**src/h2r_pkg.sv**
```systemverilog
`default_nettype none

package h2r_pkg;

  // Percent limit for saturation and value.
  localparam logic [6:0]  PCT_MAX     = 7'd100;
  // Hue codes per sector and the full-scale level numerator (255 * 100).
  localparam logic [10:0] HUE_SPAN    = 11'd255;
  localparam logic [14:0] LEVEL_FULL  = 15'd25500;
  // Rounding for the divide by 10000: bias, divisor and reciprocal.
  localparam logic [21:0] ROUND_BIAS  = 22'd5000;
  localparam logic [21:0] DIV_DEN     = 22'd10000;
  localparam logic [32:0] RECIP_M     = 33'd1677;
  localparam int          RECIP_SHIFT = 24;

  // Channel levels, one lane each.
  localparam int NUM_LANES = 4;
  localparam int LANE_V    = 0;
  localparam int LANE_P    = 1;
  localparam int LANE_Q    = 2;
  localparam int LANE_T    = 3;

  typedef logic [14:0] span_t;
  typedef logic [21:0] num_t;
  typedef logic [32:0] prod_t;

  // Color circle sectors, named by the hue range each one covers.
  typedef enum logic [2:0] {
    SEC_RY = 3'd0,
    SEC_YG = 3'd1,
    SEC_GC = 3'd2,
    SEC_CB = 3'd3,
    SEC_BM = 3'd4,
    SEC_MR = 3'd5
  } sector_t;

  typedef struct packed {
    logic [7:0] hue;
    logic [7:0] saturation;
    logic [7:0] brightness;
  } hsv_word_t;

  typedef struct packed {
    logic [7:0] red;
    logic [7:0] green;
    logic [7:0] blue;
  } rgb_word_t;

  // Front end result: value and the four level spans, before scaling by value.
  typedef struct packed {
    logic                        valid;
    sector_t                     sector;
    logic [6:0]                  v;
    span_t [NUM_LANES-1:0]       span;
  } front_t;

  // Scaled numerators and their reciprocal products.
  typedef struct packed {
    logic                        valid;
    sector_t                     sector;
    num_t  [NUM_LANES-1:0]       num;
    prod_t [NUM_LANES-1:0]       prod;
  } scale_t;

endpackage

`default_nettype wire

```
**src/h2r_front.sv**
```systemverilog
`default_nettype none

module h2r_front import h2r_pkg::*; (
  input  wire logic      clk,
  input  wire logic      rst_n,
  input  wire logic      in_valid,
  input  wire hsv_word_t in_word,
  output front_t         front_o
);

  // Stage one: clamp percentages, split hue into sector and fraction.
  logic       s1_valid_r;
  sector_t    s1_sector_r;
  logic [7:0] s1_frac_r;
  logic [6:0] s1_s_r;
  logic [6:0] s1_v_r;

  logic [6:0]  sat_c;
  logic [6:0]  val_c;
  logic [10:0] h6;
  logic [2:0]  raw_sec;
  logic [10:0] sec_base;
  logic [7:0]  frac_c;
  sector_t     sector_c;

  always_comb begin
    sat_c = (in_word.saturation > 8'(PCT_MAX)) ? PCT_MAX : in_word.saturation[6:0];
    val_c = (in_word.brightness > 8'(PCT_MAX)) ? PCT_MAX : in_word.brightness[6:0];
    h6    = 11'(in_word.hue) * 11'd6;
    raw_sec = 3'(h6 >= HUE_SPAN) + 3'(h6 >= 11'd510) + 3'(h6 >= 11'd765)
            + 3'(h6 >= 11'd1020) + 3'(h6 >= 11'd1275) + 3'(h6 >= 11'd1530);
    sec_base = 11'(raw_sec) * HUE_SPAN;
    frac_c   = 8'(h6 - sec_base);
    // The top hue code lands in a seventh sector; it folds onto the last one.
    sector_c = (raw_sec > 3'(SEC_MR)) ? SEC_MR : sector_t'(raw_sec);
  end

  always_ff @(posedge clk) begin
    if (!rst_n) begin
      s1_valid_r <= 1'b0;
    end else begin
      s1_valid_r <= in_valid;
    end
  end

  always_ff @(posedge clk) begin
    s1_sector_r <= sector_c;
    s1_frac_r   <= frac_c;
    s1_s_r      <= sat_c;
    s1_v_r      <= val_c;
  end

  // Stage two: the spans 25500 - S*F and friends, ready to scale by value.
  front_t     front_r;
  front_t     front_nxt;
  logic [7:0] inv_frac;
  span_t      s_f;
  span_t      s_inv;

  always_comb begin
    inv_frac  = 8'd255 - s1_frac_r;
    s_f       = 15'(s1_s_r) * 15'(s1_frac_r);
    s_inv     = 15'(s1_s_r) * 15'(inv_frac);
    front_nxt.valid          = s1_valid_r;
    front_nxt.sector         = s1_sector_r;
    front_nxt.v              = s1_v_r;
    front_nxt.span[LANE_V]   = LEVEL_FULL;
    front_nxt.span[LANE_P]   = 15'(PCT_MAX - s1_s_r) * 15'd255;
    front_nxt.span[LANE_Q]   = LEVEL_FULL - s_f;
    front_nxt.span[LANE_T]   = LEVEL_FULL - s_inv;
  end

  // Only the valid bit is reset; the data fields simply follow.
  always_ff @(posedge clk) begin
    if (!rst_n) begin
      front_r.valid <= 1'b0;
    end else begin
      front_r.valid <= front_nxt.valid;
    end
    front_r.sector <= front_nxt.sector;
    front_r.v      <= front_nxt.v;
    front_r.span   <= front_nxt.span;
  end

  assign front_o = front_r;

  // Every span stays within full scale, so no level can exceed 255.
  assert property (@(posedge clk) disable iff (!rst_n)
    front_r.valid |-> (front_r.span[LANE_P] <= LEVEL_FULL &&
                       front_r.span[LANE_Q] <= LEVEL_FULL &&
                       front_r.span[LANE_T] <= LEVEL_FULL))
    else $error("h2r_front: level span above full scale");

endmodule

`default_nettype wire

```
**src/h2r_scale.sv**
```systemverilog
`default_nettype none

module h2r_scale import h2r_pkg::*; (
  input  wire logic   clk,
  input  wire logic   rst_n,
  input  wire front_t front_i,
  output scale_t      scale_o
);

  // Stage three: scale each span by value and add the rounding bias.
  logic                  s3_valid_r;
  sector_t               s3_sector_r;
  num_t [NUM_LANES-1:0]  s3_num_r;
  num_t [NUM_LANES-1:0]  s3_num_nxt;

  always_comb begin
    for (int i = 0; i < NUM_LANES; i++) begin
      s3_num_nxt[i] = 22'(front_i.v) * 22'(front_i.span[i]) + ROUND_BIAS;
    end
  end

  always_ff @(posedge clk) begin
    if (!rst_n) begin
      s3_valid_r <= 1'b0;
    end else begin
      s3_valid_r <= front_i.valid;
    end
  end

  always_ff @(posedge clk) begin
    s3_sector_r <= front_i.sector;
    s3_num_r    <= s3_num_nxt;
  end

  // Stage four: multiply by the reciprocal of 10000 for a quotient estimate.
  scale_t                scale_r;
  prod_t [NUM_LANES-1:0] prod_nxt;

  always_comb begin
    for (int i = 0; i < NUM_LANES; i++) begin
      prod_nxt[i] = 33'(s3_num_r[i]) * RECIP_M;
    end
  end

  // Only the valid bit is reset; the data fields simply follow.
  always_ff @(posedge clk) begin
    if (!rst_n) begin
      scale_r.valid <= 1'b0;
    end else begin
      scale_r.valid <= s3_valid_r;
    end
    scale_r.sector <= s3_sector_r;
    scale_r.num    <= s3_num_r;
    scale_r.prod   <= prod_nxt;
  end

  assign scale_o = scale_r;

endmodule

`default_nettype wire

```
**src/h2r_round.sv**
```systemverilog
`default_nettype none

module h2r_round import h2r_pkg::*; (
  input  wire logic   clk,
  input  wire logic   rst_n,
  input  wire scale_t scale_i,
  output logic        out_valid,
  output rgb_word_t   out_word
);

  // The estimate is at most one low; one compare against the remainder fixes it.
  logic [8:0]                 q_est  [NUM_LANES];
  num_t                       q_back [NUM_LANES];
  num_t                       q_rem  [NUM_LANES];
  logic [NUM_LANES-1:0][7:0]  level;
  logic                       rem_ok;

  always_comb begin
    rem_ok = 1'b1;
    for (int i = 0; i < NUM_LANES; i++) begin
      q_est[i]  = scale_i.prod[i][RECIP_SHIFT+8:RECIP_SHIFT];
      q_back[i] = 22'(q_est[i]) * DIV_DEN;
      q_rem[i]  = scale_i.num[i] - q_back[i];
      level[i]  = 8'(q_est[i] + 9'(q_rem[i] >= DIV_DEN));
      rem_ok    = rem_ok && (q_rem[i] < (DIV_DEN + DIV_DEN));
    end
  end

  // Pick the level for each channel by sector.
  rgb_word_t out_word_r;
  rgb_word_t out_word_nxt;
  logic      out_valid_r;

  always_comb begin
    case (scale_i.sector)
      SEC_RY: begin
        out_word_nxt = '{level[LANE_V], level[LANE_T], level[LANE_P]};
      end
      SEC_YG: begin
        out_word_nxt = '{level[LANE_Q], level[LANE_V], level[LANE_P]};
      end
      SEC_GC: begin
        out_word_nxt = '{level[LANE_P], level[LANE_V], level[LANE_T]};
      end
      SEC_CB: begin
        out_word_nxt = '{level[LANE_P], level[LANE_Q], level[LANE_V]};
      end
      SEC_BM: begin
        out_word_nxt = '{level[LANE_T], level[LANE_P], level[LANE_V]};
      end
      default: begin
        out_word_nxt = '{level[LANE_V], level[LANE_P], level[LANE_Q]};
      end
    endcase
  end

  always_ff @(posedge clk) begin
    if (!rst_n) begin
      out_valid_r <= 1'b0;
    end else begin
      out_valid_r <= scale_i.valid;
    end
  end

  always_ff @(posedge clk) begin
    out_word_r <= out_word_nxt;
  end

  assign out_valid = out_valid_r;
  assign out_word  = out_word_r;

  // The reciprocal estimate must never be off by more than one.
  assert property (@(posedge clk) disable iff (!rst_n)
    scale_i.valid |-> rem_ok)
    else $error("h2r_round: quotient estimate needs more than one correction");

endmodule

`default_nettype wire

```
**src/hsv_to_rgb_converter.sv**
```systemverilog
// A color taken at a clock edge is registered by each stage in turn and shows on out_word
// with out_valid once the rounding stage has registered it.
// Throughput: one color per clock; busy stays low, so start may be held high every cycle.
// The five stages are clamp and sector split, span products, value scaling,
// reciprocal product, and rounding with channel select.
// Reset (rst_n low, synchronous) clears the valid bits; words in flight are dropped.
`default_nettype none

module hsv_to_rgb_converter import h2r_pkg::*; (
  input  wire logic      clk,
  input  wire logic      rst_n,
  input  wire logic      start,
  output logic           busy,
  input  wire hsv_word_t in_word,
  output logic           out_valid,
  output rgb_word_t      out_word
);

  front_t front;
  scale_t scale;
  logic   accept;

  // The pipeline never stalls, so a word is taken whenever start is high.
  assign busy   = 1'b0;
  assign accept = start && !busy;

  h2r_front u_front (
    .clk      (clk),
    .rst_n    (rst_n),
    .in_valid (accept),
    .in_word  (in_word),
    .front_o  (front)
  );

  h2r_scale u_scale (
    .clk     (clk),
    .rst_n   (rst_n),
    .front_i (front),
    .scale_o (scale)
  );

  h2r_round u_round (
    .clk       (clk),
    .rst_n     (rst_n),
    .scale_i   (scale),
    .out_valid (out_valid),
    .out_word  (out_word)
  );

  // Every result word traces back to an input word taken earlier.
  assert property (@(posedge clk) disable iff (!rst_n)
    out_valid |-> $past(accept, 5))
    else $error("hsv_to_rgb_converter: result word without a matching input word");

endmodule

`default_nettype wire
```
**config.mk**
```make
export PLATFORM = sky130hd
export DESIGN_NAME = hsv_to_rgb_converter
export DESIGN_NICKNAME = d
export VERILOG_FILES = /design/src/h2r_pkg.sv /design/src/h2r_front.sv /design/src/h2r_scale.sv /design/src/h2r_round.sv /design/src/hsv_to_rgb_converter.sv
export SDC_FILE = /design/constraint.sdc
export NUM_CORES = 2
export LEC_CHECK = 0
export BUFFER_PORTS_ARGS = -buffer_cell sky130_fd_sc_hd__buf_2
export CAP_MARGIN = 30
export CORE_ASPECT_RATIO = 2
export CORE_MARGIN = 5
export CORE_UTILIZATION = 55
export CTS_CLUSTER_DIAMETER = 40
export CTS_CLUSTER_SIZE = 25
export DETAILED_ROUTE_END_ITERATION = 10
export GPL_TIMING_DRIVEN = 0
export MAX_ROUTING_LAYER = met4
export PLACE_DENSITY = 0.71
export SLEW_MARGIN = 0
export SYNTH_ARGS = -nofsm -noshare
export SYNTH_HDL_FRONTEND = slang
export SYNTH_SLANG_ARGS = --single-unit
```
**constraint.sdc**
```tcl
create_clock -name clk -period 9.3 [get_ports clk]
set_input_delay 1.86 -clock clk [delete_from_list [all_inputs] [get_ports clk]]
set_output_delay 1.86 -clock clk [all_outputs]
set_load 0.02 [all_outputs]
```
# Word level (Yosys, flattened, before mapping)
# Index checks and enable logic that the tools add are counted.
op_classes:
  add_sub_neg: 22
  mul: 17
  magnitude_cmp: 13
  n_eq_ne: 4
  n_mux: 1
  n_reduce_logical: 1
op_table:
  columns: ["operator", "count"]
  rows:
  - ["multiplier 22 x 11 -> 33 bit (second input constant)", 4]
  - ["one-hot mux 24 bit (5 select lines)", 1]
  - ["adder 22 x 13 -> 22 bit (second input constant)", 4]
  - ["greater-or-equal comparator 22 x 14 -> 1 bit (second input constant)", 4]
  - ["subtractor 22 bit", 4]
  - ["multiplier 9 x 10 -> 18 bit (second input constant)", 4]
  - ["multiplier 7 x 15 -> 22 bit", 3]
  - ["adder 8 x 1 -> 8 bit", 4]
  - ["multiplier 7 x 8 -> 15 bit", 2]
  - ["subtractor 15 bit (first input constant)", 2]
  - ["greater-or-equal comparator 11 x 10 -> 1 bit (second input constant)", 2]
  - ["greater-or-equal comparator 11 bit (second input constant)", 2]
  - ["multiplier 7 x 13 -> 20 bit (second input constant)", 1]
  - ["greater-than comparator 8 x 7 -> 1 bit (second input constant)", 2]
  - ["multiplier 15 x 8 -> 15 bit (second input constant)", 1]
  - ["adder 3 x 1 -> 3 bit", 4]
  - ["greater-or-equal comparator 11 x 8 -> 1 bit (second input constant)", 1]
  - ["greater-or-equal comparator 11 x 9 -> 1 bit (second input constant)", 1]
  - ["multiplier 8 x 2 -> 10 bit (second input constant)", 1]
  - ["multiplier 3 x 8 -> 8 bit (second input constant)", 1]
  - ["subtractor 7 x 7 -> 8 bit (first input constant)", 1]
  - ["subtractor 8 bit", 1]
  - ["subtractor 8 bit (first input constant)", 1]
  - ["== test 3 x 2 -> 1 bit (second input constant)", 2]
  - ["other kinds (5)", 5]
totals:
  register_bits: 423
  wordCells: 89

# Longest topological paths before layout
depth:
  word_depth: 9
  ltp_mapped: 37
  mapped_depth_nobuf: 36

# Modules after synthesis
# Synthesis repeated with hierarchy kept, for this count alone.
unflattened:
  cells_unflattened: 6136
  hier_area_um2: 56778.2
modules_own_cells:
  columns: ["module", "n_inst", "cells_each", "area_each_um2", "seq_area_each_um2"]
  rows:
  - ["h2r_scale", 1, 3886, 37728.7, 6165.9]
  - ["h2r_round", 1, 1376, 10857.9, 500.5]
  - ["h2r_front", 1, 872, 8180.3, 1641.6]
  - ["hsv_to_rgb_converter", 1, 2, 11.3, 0.0]

# Worst setup path after synthesis
# OpenSTA, ideal clock, no wires.
synth_timing:
  path_type: "input to register"
  from: "input in_word[16] (netlist bit)"
  to: "register u_front.s1_frac_r[7]"
  setup_ns: 0.120
  arrival_time_ns: 7.237
  required_ns: 9.180
  setup_slack_ns: 1.943
  cell_stages: 26
  path_cell_list: "ha_1 > fa_1 > a21oi_1 > nor2_1 > nor2_1 > xnor2_1 > nor4b_1 > nand3_1 > o31ai_1 > fa_1 > inv_1 > fa_1 > inv_1 > fa_1 > inv_1 > fa_1 > inv_1 > ha_1 > inv_1 > ha_1 > a21oi_1 > o21bai_1 > a21oi_1 > o21bai_1 > a21oi_1 > xnor2_1"
synth_via:
  elab_chain_cells: 9
synth_lines:
  columns: ["item", "line", "rtl"]
  rows:
  - ["from (decl)", "hsv_to_rgb_converter.sv:14", "input wire hsv_word_t in_word,"]
  - ["multiplier 8 x 2 -> 10 bit *", "h2r_front.sv:29", "h6 = 11'(in_word.hue) * 11'd6;"]
  - ["greater-or-equal comparator 11 x 8 -> 1 bit / greater-or-equal comparator 11 x 9 -> 1 bit (equally long branches)", "h2r_front.sv:30", "raw_sec = 3'(h6 >= HUE_SPAN) + 3'(h6 >= 11'd510) + 3'(h6 >= 11'd765)"]
  - ["adder 1 x 1 -> 2 bit", "h2r_front.sv:30", null]
  - ["adder 3 x 1 -> 3 bit", "h2r_front.sv:30", null]
  - ["adder 3 x 1 -> 3 bit (2 in a row)", "h2r_front.sv:31", "+ 3'(h6 >= 11'd1020) + 3'(h6 >= 11'd1275) + 3'(h6 >= 11'd1530);"]
  - ["adder 3 x 1 -> 3 bit *", "h2r_front.sv:31", null]
  - ["via u_front.raw_sec[1]", "h2r_front.sv:21", "logic [2:0] raw_sec;"]
  - ["multiplier 3 x 8 -> 8 bit *", "h2r_front.sv:32", "sec_base = 11'(raw_sec) * HUE_SPAN;"]
  - ["subtractor 8 bit *", "h2r_front.sv:33", "frac_c = 8'(h6 - sec_base);"]
  - ["via u_front.frac_c[7]", "h2r_front.sv:23", "logic [7:0] frac_c;"]
  - ["to (signal assigned)", "h2r_front.sv:48", "s1_frac_r <= frac_c;"]
  - ["to (decl)", "h2r_front.sv:14", "logic [7:0] s1_frac_r;"]
# Mark *: on every way through the listed nets, which the timed path passes. The rest lies on a longest branch.
# A chain may end at the register's enable or synchronous reset.

==> results.rst <==
.. list-table::
   :header-rows: 1

   * - Metric
     - Value
   * - Result of the run
     - completed
   * - Total Die Area
     - 0.0947 sq mm
   * - Number of maximum-capacitance violations
     - 0
   * - Die Y
     - 430 um
   * - CP Capture Type
     - flop
   * - Cell with the most instances on the worst path
     - ha_1
   * - Worst rel slew slack
     - 28.2%
   * - Top-level port count
     - 53
   * - Count of fill cells added during filler insertion
     - 7707
   * - Category of the most critical setup path
     - flop to flop
   * - Worst clock skew on the final layout
     - 32.5 ps
   * - DRC viols
     - 0
   * - Worst min-delay path category
     - flop to flop
   * - Most common cell after layout, fill and taps aside
     - inv_1
   * - Via count
     - 34200
   * - Synth Register Bits
     - 309
   * - Post-layout minimum cycle time
     - 7970 ps
   * - Max incr delay on CP
     - 610 ps
   * - Final-report hold violation count
     - 0
   * - Root cell of the clock tree
     - clkbuf_16
   * - Maximum clock frequency
     - 0.125 GHz
   * - H-tree Lvls
     - 2
   * - Number of nets in the finished design
     - 6960
   * - Global route total overflow
     - 0
   * - GP Congestion
     - 0.984
   * - Vias per std cell
     - 5.32
   * - Number of global-route vias before repair
     - 38100
   * - Share of synthesized registers carrying an async set or reset
     - 0%
   * - Max clock buf depth
     - 3
   * - Pins over their slew limit
     - 0
   * - Total Wirelength
     - 106000 um
   * - # port buffers
     - 51
   * - Synth-to-Final Area Change
     - 6.21%
   * - Highest fanout seen on the critical path
     - 9
   * - Unique masters post-synth
     - 83
   * - Clk Latency, worst-skew pair
     - 600 ps
   * - Critical-path cell with the highest stage delay
     - dfxtp_1
   * - Post-synthesis net count
     - 6871
   * - Ratio of cells with drive above 1 in the final layout
     - 3.04%
   * - Area share of the leading cell type in the synthesized netlist
     - 27.1%
   * - Number of standard cells after synthesis
     - 5143
   * - Wire length of the first global-routing pass
     - 179000 um
   * - Synth area leader
     - ha_1
   * - DR WL/cell
     - 16.5 um
   * - Average footprint of a synthesized cell
     - 9.45 sq um
   * - Largest net degree at the start of global routing
     - 21
   * - DR iter-0 viols
     - 1049
   * - 1st-pass router iterations
     - 5
   * - All-layer global routing usage
     - 24.0%
   * - Post-synthesis cell area
     - 0.0486 sq mm
   * - Chip Width
     - 220 um
   * - Detailed Place HPWL
     - 93700 um
   * - Transition at the pin with the smallest max-transition slack
     - 1080 ps
   * - Row count
     - 154
   * - Area of the core
     - 0.0879 sq mm
   * - Data arrival time at the worst-slack endpoint
     - 8430 ps
   * - Post-synth EDFFs
     - 0
   * - Post-route ant nets
     - 0
   * - Post-synth top flop
     - dfxtp_1
   * - Initial antenna violation count
     - 1
   * - Seq/Total Area, Yosys
     - 12.7%
   * - Period Utilization, post-route
     - 85.7%
   * - TritonCTS buffer count
     - 36
   * - Initial core utilization
     - 55.3%
   * - Number of gates given a new drive strength after cts
     - 0
   * - TritonCTS sink count
     - 309
   * - Most frequent cells in the layout
     - 1118 x inv_1, 1052 x ha_1, 649 x fa_1
   * - Clock transition at the registers of the reported paths
     - 70 ps
   * - Area contributors post-synth
     - ha_1 27%, fa_1 27%, dfxtp_1 13%
   * - Setup violations, final
     - 0
   * - Final setup TNS
     - 0 ps
   * - TritonCTS clock tree
     - done
   * - Util after Layout
     - 58.7%
   * - Critical path data required time
     - 9760 ps
   * - Count of buffers added by post-CTS timing repair for setup
     - 0
   * - Setup repair after global routing missed its margin
     - no
   * - Total of warnings raised by yosys
     - 0
   * - CP startpoint kind
     - flop
   * - Total of hold buffers inserted after clock tree synthesis
     - 0
## cells by family after synthesis
| kind of cell | after synthesis | synth area share [%] |
|---|---|---|
| other | 1 | 0.00772 |
| buffers and inverters | 1192 | 9.22 |
| XOR/XNOR | 284 | 5.12 |
| AND/OR/NAND/NOR | 1051 | 10.9 |
| multiplexers | 12 | 0.258 |
| flip-flops | 309 | 12.7 |
| AO/OA/AOI/OAI | 591 | 7.91 |
| adder cells (fa/ha/maj) | 1703 | 53.9 |
## per-layer routing
layer  share of wire, %  up-vias  global-route usage [%]
li1                   -    16600                       -
met1                 33    16600                    22.4
met2                 56      622                    46.4
met3                2.7      374                    2.23
met4                7.5        0                    14.0
met5                  0        -                       -
## registers in the layout, indices dropped and copies added (netlist names)
| register | count |
|---|---|
| u_scale.scale_o | 112 |
| u_scale.s3_num_r | 86 |
| u_front.front_o | 56 |
| u_round.out_word | 24 |
| u_front.s1_frac_r | 8 |
| u_front.s1_s_r | 7 |
| u_front.s1_v_r | 7 |
| u_front.s1_sector_r | 3 |
| u_scale.s3_sector_r | 3 |
| u_front.s1_valid_r | 1 |
| u_round.out_valid | 1 |
| u_scale.s3_valid_r | 1 |
## worst max-delay path, delay by kind of cell (launching register included)
family	cells	cell delay, ps
DFF	1	610
and+or+nand+nor	9	1100
AOI/OAI and AO/OA	11	1940
xor gates and xnor gates	4	1000
buffers and inverters	4	630
adders and majority gates	8	2560
## per-stage QoR
| step | cell area [sq um] | worst slack (ps) | std cells | hold WS [ps] |
|---|---|---|---|---|
| after global routing | 51600 | 797 | 6431 | 338 |
| after detailed placement | 50300 | 1060 | 6364 | 312 |
| after CTS | 51600 | 1300 | 6430 | 324 |
| final | 51600 | 1330 | 6432 | 325 |
| after global placement | 50300 | 1230 | 6364 | 312 |
| after floorplan | 48600 | 1940 | 5143 | 310 |
## synth_stat cells, types with 5 or more instances
cell type and n:
o21a_1 29, or4_1 7, clkbuf_1 68, fa_1 649, o2111ai_1 11, nand2_1 301
ha_1 1052, nor2b_1 72, o21ai_1 5, o221ai_1 9, xnor2_1 196, nor3_1 61
nor3b_1 6, a2111oi_0 8, nor2_1 181, a21boi_0 12, dfxtp_1 309, and2_1 228
inv_1 1118, nand2b_1 56, a211oi_1 30, a31o_2 9, xor2_1 88, nand3b_1 7
mux2i_1 8, o21bai_1 26, a21oi_1 183, or3_1 17, a211o_1 7, o41a_1 5
and3_1 17, nand3_1 47, o211ai_1 9, o21ai_0 115, or2_2 18, a31oi_1 13
nand4_1 19, a21o_1 64
## final cells by class
type,instances,area (sq um),area share (%)
Multi-Input combinational cell,3642,37900,73.5
Sequential cell,309,6190,12.0
Inverter,1119,4200,8.14
Tap cell,1170,1460,2.84
Clock buffer,38,918,1.78
Clock inverter,28,373,0.723
Buffer,73,278,0.538
Timing Repair Buffer,51,255,0.495
Antenna cell,2,5.00,0.00970
## path summary, 6_finish.rpt
kind	slack (ps)	to	cells after the start	start
max	1330	u_round.out_word[15]	36	u_scale.scale_o[25]
min	320	u_scale.s3_sector_r[2]	0	u_front.front_o[69]
max reg2reg	1330	u_round.out_word[15]	36	u_scale.scale_o[25]
min reg2reg	320	u_scale.s3_sector_r[2]	0	u_front.front_o[69]
Power is left out: the tool's default activity adds up to more than one toggle a clock period on the data nets, which glitch-free logic cannot reach.
